[config.mk]
export PLATFORM = sky130hd
export DESIGN_NAME = vmx_ctrl
export DESIGN_NICKNAME = d
export VERILOG_FILES = /design/src/hw/rtl/vmx_pkg.sv /design/src/hw/rtl/vmx_ctrl.sv
export SDC_FILE = /design/constraint.sdc
export NUM_CORES = 1
export LEC_CHECK = 0
export BUFFER_PORTS_ARGS = -buffer_cell sky130_fd_sc_hd__buf_2
export CAP_MARGIN = 20
export CORE_ASPECT_RATIO = 0.5
export CORE_MARGIN = 2
export CORE_UTILIZATION = 30
export CTS_CLUSTER_DIAMETER = 60
export DETAILED_ROUTE_END_ITERATION = 7
export GPL_TIMING_DRIVEN = 0
export SLEW_MARGIN = 20
export SYNTH_ARGS = -nofsm -noshare
export SYNTH_HDL_FRONTEND = slang
export SYNTH_SLANG_ARGS = --single-unit
export TNS_END_PERCENT = 20
[constraint.sdc]
create_clock -name clk -period 3.81 [get_ports clk]
set_clock_uncertainty 0.2 [all_clocks]
set_input_delay 0.1905 -clock clk [delete_from_list [all_inputs] [get_ports clk]]
set_output_delay 0.1905 -clock clk [all_outputs]
set_load 0.005 [all_outputs]
[src/hw/rtl/vmx_pkg.sv]
// Shared types, field widths and codes of the voice mixer.
package vmx_pkg;

	localparam int VOICES_DEF       = 8;
	localparam int SAMPLE_WORDS_DEF = 65536;
	localparam int FADE_FRAMES      = 4096;
	localparam int FADE_SH          = $clog2(FADE_FRAMES);
	localparam int FADE_W           = $clog2(FADE_FRAMES + 1);
	localparam int ACC_W            = 28;
	localparam int CFG_IDX_W        = 2;
	localparam int CFG_DATA_W       = 21;
	localparam int IN_DATA_W        = 96;
	localparam int OUT_DATA_W       = 24;

	localparam logic [2:0] CMD_MIX    = 3'd0;
	localparam logic [2:0] CMD_PLAY   = 3'd1;
	localparam logic [2:0] CMD_STOP   = 3'd2;
	localparam logic [2:0] CMD_WRITE  = 3'd3;
	localparam logic [2:0] CMD_SWITCH = 3'd4;

	localparam logic [CFG_IDX_W-1:0] REG_MASTER = 2'd0;
	localparam logic [CFG_IDX_W-1:0] REG_MUSIC  = 2'd1;
	localparam logic [CFG_IDX_W-1:0] REG_STEP   = 2'd2;

	localparam logic signed [ACC_W-1:0] SAT_MAX = 28'sd32767;
	localparam logic signed [ACC_W-1:0] SAT_MIN = -28'sd32768;

	typedef enum logic [2:0] {
		MUL_NONE,
		MUL_GAIN,
		MUL_INT,
		MUL_SMP,
		MUL_MVOL,
		MUL_MUS
	} mul_op_t;

	typedef struct packed {
		logic    load;
		logic    do_write;
		logic    do_stop;
		logic    do_switch;
		logic    scan_step;
		logic    play_commit;
		logic    frame_init;
		logic    rd_next;
		logic    v_acc;
		logic    mus_update;
		logic    out_load;
		mul_op_t mul_op;
	} dp_cmd_t;

	typedef struct packed {
		logic [2:0] item_cmd;
		logic       cur_active;
		logic       in_range;
		logic       out_free;
	} dp_stat_t;

endpackage

[src/hw/rtl/vmx_ctrl.sv]
// Sequencer of the voice mixer: dispatches items and walks the voices.
module vmx_ctrl #(
	parameter int VOICES = vmx_pkg::VOICES_DEF,
	localparam int VW = (VOICES > 1) ? $clog2(VOICES) : 1
) (
	input  logic               clk,
	input  logic               arst_n,
	input  logic               s_tvalid,
	output logic               s_tready,
	input  vmx_pkg::dp_stat_t  stat,
	output vmx_pkg::dp_cmd_t   cmd,
	output logic [VW-1:0]      vidx
);
	import vmx_pkg::*;

	typedef enum logic [13:0] {
		ST_IDLE = 14'b00000000000001,
		ST_DISP = 14'b00000000000010,
		ST_SCAN = 14'b00000000000100,
		ST_PLAY = 14'b00000000001000,
		ST_VCHK = 14'b00000000010000,
		ST_VRDA = 14'b00000000100000,
		ST_VRDB = 14'b00000001000000,
		ST_VINT = 14'b00000010000000,
		ST_VSMP = 14'b00000100000000,
		ST_VACC = 14'b00001000000000,
		ST_MUS1 = 14'b00010000000000,
		ST_MUS2 = 14'b00100000000000,
		ST_MUS3 = 14'b01000000000000,
		ST_OUT  = 14'b10000000000000
	} state_t;

	state_t state_q, state_d;
	logic [VW-1:0] vidx_q, vidx_d;
	logic last;

	assign last = (vidx_q == VW'(VOICES - 1));
	assign vidx = vidx_q;
	assign s_tready = (state_q == ST_IDLE);

	always_comb begin
		state_d = state_q;
		vidx_d = vidx_q;
		cmd = '0;
		cmd.mul_op = MUL_NONE;
		case (state_q)
			ST_IDLE: begin
				if (s_tvalid) begin
					cmd.load = 1'b1;
					state_d = ST_DISP;
				end
			end
			ST_DISP: begin
				vidx_d = '0;
				state_d = ST_IDLE;
				case (stat.item_cmd)
					CMD_MIX: begin
						cmd.frame_init = 1'b1;
						state_d = ST_VCHK;
					end
					CMD_PLAY:   state_d = ST_SCAN;
					CMD_STOP:   cmd.do_stop = 1'b1;
					CMD_WRITE:  cmd.do_write = 1'b1;
					CMD_SWITCH: cmd.do_switch = 1'b1;
					default:    state_d = ST_IDLE;
				endcase
			end
			ST_SCAN: begin
				cmd.scan_step = 1'b1;
				if (!stat.cur_active || last) begin
					state_d = ST_PLAY;
				end else begin
					vidx_d = vidx_q + 1'b1;
				end
			end
			ST_PLAY: begin
				cmd.play_commit = 1'b1;
				state_d = ST_IDLE;
			end
			ST_VCHK: begin
				if (!stat.cur_active) begin
					if (last) begin
						state_d = ST_MUS1;
					end else begin
						vidx_d = vidx_q + 1'b1;
					end
				end else if (stat.in_range) begin
					state_d = ST_VRDA;
				end else begin
					state_d = ST_VACC;
				end
			end
			ST_VRDA: begin
				cmd.mul_op = MUL_GAIN;
				state_d = ST_VRDB;
			end
			ST_VRDB: begin
				cmd.rd_next = 1'b1;
				state_d = ST_VINT;
			end
			ST_VINT: begin
				cmd.mul_op = MUL_INT;
				state_d = ST_VSMP;
			end
			ST_VSMP: begin
				cmd.mul_op = MUL_SMP;
				state_d = ST_VACC;
			end
			ST_VACC: begin
				cmd.v_acc = 1'b1;
				if (last) begin
					state_d = ST_MUS1;
				end else begin
					vidx_d = vidx_q + 1'b1;
					state_d = ST_VCHK;
				end
			end
			ST_MUS1: begin
				cmd.mus_update = 1'b1;
				state_d = ST_MUS2;
			end
			ST_MUS2: begin
				cmd.mul_op = MUL_MVOL;
				state_d = ST_MUS3;
			end
			ST_MUS3: begin
				cmd.mul_op = MUL_MUS;
				state_d = ST_OUT;
			end
			ST_OUT: begin
				if (stat.out_free) begin
					cmd.out_load = 1'b1;
					state_d = ST_IDLE;
				end
			end
			default: state_d = ST_IDLE;
		endcase
	end

	always_ff @(posedge clk or negedge arst_n) begin
		if (!arst_n) begin
			state_q <= ST_IDLE;
			vidx_q <= '0;
		end else begin
			state_q <= state_d;
			vidx_q <= vidx_d;
		end
	end

endmodule

==> reports/results.md <==
Status
- **outcome** completed

Clock network
- **TritonCTS Buffers** 3
- **clock latency on the worst-skew pair** 260 ps
- **CTS tree** done
- **number of clock sinks seen by CTS** 17
- **post-cts hold buffer count** 2
- **post_cts resized** 0
- **Root Buffer Master** clkbuf_8
- **buffer depth of the longest clock path** 2
- **post-CTS clock slew at the launch and capture registers of the worst setup and hold paths** 70 ps
- **setup bufs post-CTS** 0
- **number of H-tree branching levels** 1

GRT
- **total global routing overflow** 0
- **antenna violations before repair** 0
- **number of global-route vias before repair** 901
- **Total GRT Usage** 0.131
- **pin count of the biggest net entering global routing** 18
- **global-route wire length before repair** 4220 um

Critical path
- **Crit path arrival time** 2490 ps
- **critical path type** register to primary output
- **kind of cell with the highest combined delay on the critical path** simple AND/OR/NAND/NOR gates
- **Crit. End Element** primary output
- **ordered list of cells on the worst path** or4_4 > nor3_1 > nand2_1 > nor3b_1 > nand2b_1 > buf_2
- **crit start category** register
- **Slowest Stage Delay on Critical Path** 620 ps
- **worst path required time** 3420 ps
- **Buf/Inv on CP** 1
- **Slowest-stage cell, CP** or4_4
- **crit path max fanout** 7

Drt
- **DR vias** 1029
- **DRC** 0
- **Wirelength per Cell** 12.9 um
- **post-detailed-route via-to-cell ratio** 5.04
- **number of iterations in the first detailed-routing pass** 4
- **violation count after the first detailed-routing iteration** 75
- **Final Routed Wirelength** 2640 um
- **post-route antenna net violation count** 0

Placed design
- **total placed instance area** 1340 um2
- **worst slack at placement** 1210 ps
- **dpl hpwl** 2070 um
- **routability-driven placement congestion ratio** 0.818
- **post-placement cell count** 198
- **PortBufs** 26

STA
- **post-route setup TNS** 0 ps
- **total of endpoints with negative setup slack in the final report** 0
- **worst hold slack across all endpoints** 6.79 ps
- **fraction of the cycle the final worst path needs** 0.756
- **final count of pins violating max slew** 0
- **maximum clock frequency** 347 MHz
- **transition time at the pin with the least slew margin** 626 ps
- **unrepaired setup endpoints after global routing** no
- **final-report hold violation count** 0
- **final critical delay including setup and external delays** 2880 ps
- **final setup margin** 929 ps
- **Rel. slew slack** 0.579

Die
- **floorplan die height** 47.8 um
- **starting utilization of the core area** 0.324
- **area of the core** 3550 um2
- **DIE AREA** 4370 um2
- **Row Count** 15
- **width of the die** 91.5 um
- **# IOs** 27

Power and ir drop
- **Clock power frac** 0.247
- **total internal power** 0.361 mW
- **switching part of the total** 0.362
- **overall power after layout** 0.567 mW
- **areal power density over the cells** 402 nW/um2
- **switching power of the nets** 0.205 mW
- **Worst IR Drop VDD** 0.122 mV
- **share of total power in sequential cells** 0.392
- **reported leakage power** 0.638 nW
- **power share of the combinational group** 0.360

Cells and area
- **Net count, final** 165
- **Area growth, synth to finish** 22.7%
- **Design Area, Final** 1410 um2
- **final core utilization** 0.397
- **Non-Filler Instances** 204
- **fraction of layout instances using a drive strength above 1** 0.301
- **antenna diode count** 0

Logic synthesis
- **share of the synthesized netlist area taken by xor and xnor gates** 0.0229
- **sequential-to-total area share from yosys stat** 0.371
- **most frequently used cell type in the post-synthesis netlist** dfrtp_1
- **Post-Synthesis Net Count** 132
- **combinational family with the most area after synthesis** simple AND/OR/NAND/NOR gates
- **area share of the largest cell type after synthesis** 0.349
- **post-synthesis adder-cell area fraction** 0.0218
- **top cell type by total area after synthesis** dfrtp_1
- **top cells by area in the synthesized netlist** dfrtp_1 35%, nor2_1 4.9%, nor3b_1 3.9%
- **count of synthesis-stage warnings from yosys** 0
- **synthesized-area fraction occupied by ao, oa, aoi and oai cells** 0.102
- **number of enable-type register cells in the synthesized netlist** 0
- **number of register bits inferred by synthesis** 17
- **average cell area after synthesis** 9.49 um2
- **post-synth cell types** 36
- **proportion of synthesized flip-flops having asynchronous set or reset** 1.00
- **summed instance area of the synthesized netlist** 1150 um2
- **mux cell area share after synthesis** 0.0261
- **number of instances in the synthesized netlist** 121
- **predominant post-synthesis flop cell** dfrtp_1
- **Simple-Gate Fraction of Synth Area** 0.426
- **ranking of synthesized cells by instance count** 16 x dfrtp_1, 15 x nor2_1, 7 x nand2_1

Run
- **Max Cap Violations** 0

Worst hold path
- **worst min path class** primary input to register

[state kept, by name, indices dropped and copies added, names as in the netlist]
name / cells
state_q: 14
vidx: 3
[worst min-delay path: cells and delay by family]
family	cells	cell delay (ps)
simple gates	1	50
buf+inv	2	190
[power by group through the flow]
stage	Clock, mW	Combinational (mW)	Sequential (mW)
after floorplan	0	0.140	0.223
after global placement	0	0.200	0.225
after detailed placement	0	0.204	0.226
after CTS	0.146	0.206	0.222
after global routing	0.150	0.225	0.227
final	0.140	0.204	0.222
[logic make-up (layout without fill, tap and decap cells)]
kind of cell / count (synthesis) / count (layout)
AO/OA/AOI/OAI: 16 / 16
flip-flops: 17 / 17
adder cells (fa/ha/maj): 2 / 2
buffers and inverters: 7 / 39
AND/OR/NAND/NOR: 73 / 73
XOR/XNOR: 3 / 3
multiplexers: 3 / 3
[final timing paths]
check	startpoint	to	slack, ps	cells after the start
max	state_q[3]$_DFFE_PN0P_	cmd[1]	930	6
min	s_tvalid	state_q[1]$_DFFE_PN0P_	7	3
max reg2reg	state_q[6]$_DFFE_PN0P_	vidx[2]$_DFFE_PN0P_	1200	6
min reg2reg	vidx[0]$_DFFE_PN0P_	vidx[0]$_DFFE_PN0P_	310	1
max in group asynchronous	arst_n	state_q[0]$_DFFE_PN1P_	2920	2
min in group asynchronous	arst_n	vidx[2]$_DFFE_PN0P_	180	2
[routing by layer]
layer,wire length (um),track usage
met1,1350,0.166
met2,1190,0.219
met3,86,0.0378
met4,14,0.0545
met5,0,0
[layout make-up]
type	count	area, um2
clock inverter	1	5.00
clock buffer	3	41.3
fill	374	2140
tap	51	63.8
buffer	2	15.0
inverter	5	18.8
timing repair buffer	28	150
multi-input combinational	97	688
sequential	17	427
[cell usage in the layout, fill, tap and decap left out, drive strengths merged, types with 2 or more instances in the layout]
cell type / netlist / final
buf: 1 / 27
dfrtp: 16 / 16
nor2: 15 / 15
nor4: 8 / 8
nand2: 7 / 7
nor3b: 6 / 6
nand4: 5 / 5
nor4b: 5 / 5
inv: 5 / 5
a21oi: 5 / 5
o21ai: 5 / 5
nand3: 4 / 4
nor3: 4 / 4
clkbuf: 1 / 4
nand2b: 3 / 3
or4: 3 / 3
nand3b: 3 / 3
mux2i: 3 / 3
o21bai: 2 / 2
or2: 2 / 2
xor2: 2 / 2
or3b: 2 / 2
o221ai: 2 / 2
and2: 2 / 2
ha: 2 / 2
dlygate4sd3: 0 / 2
and3: 2 / 2
No activity file was read; power rests on OpenSTA's default activity.
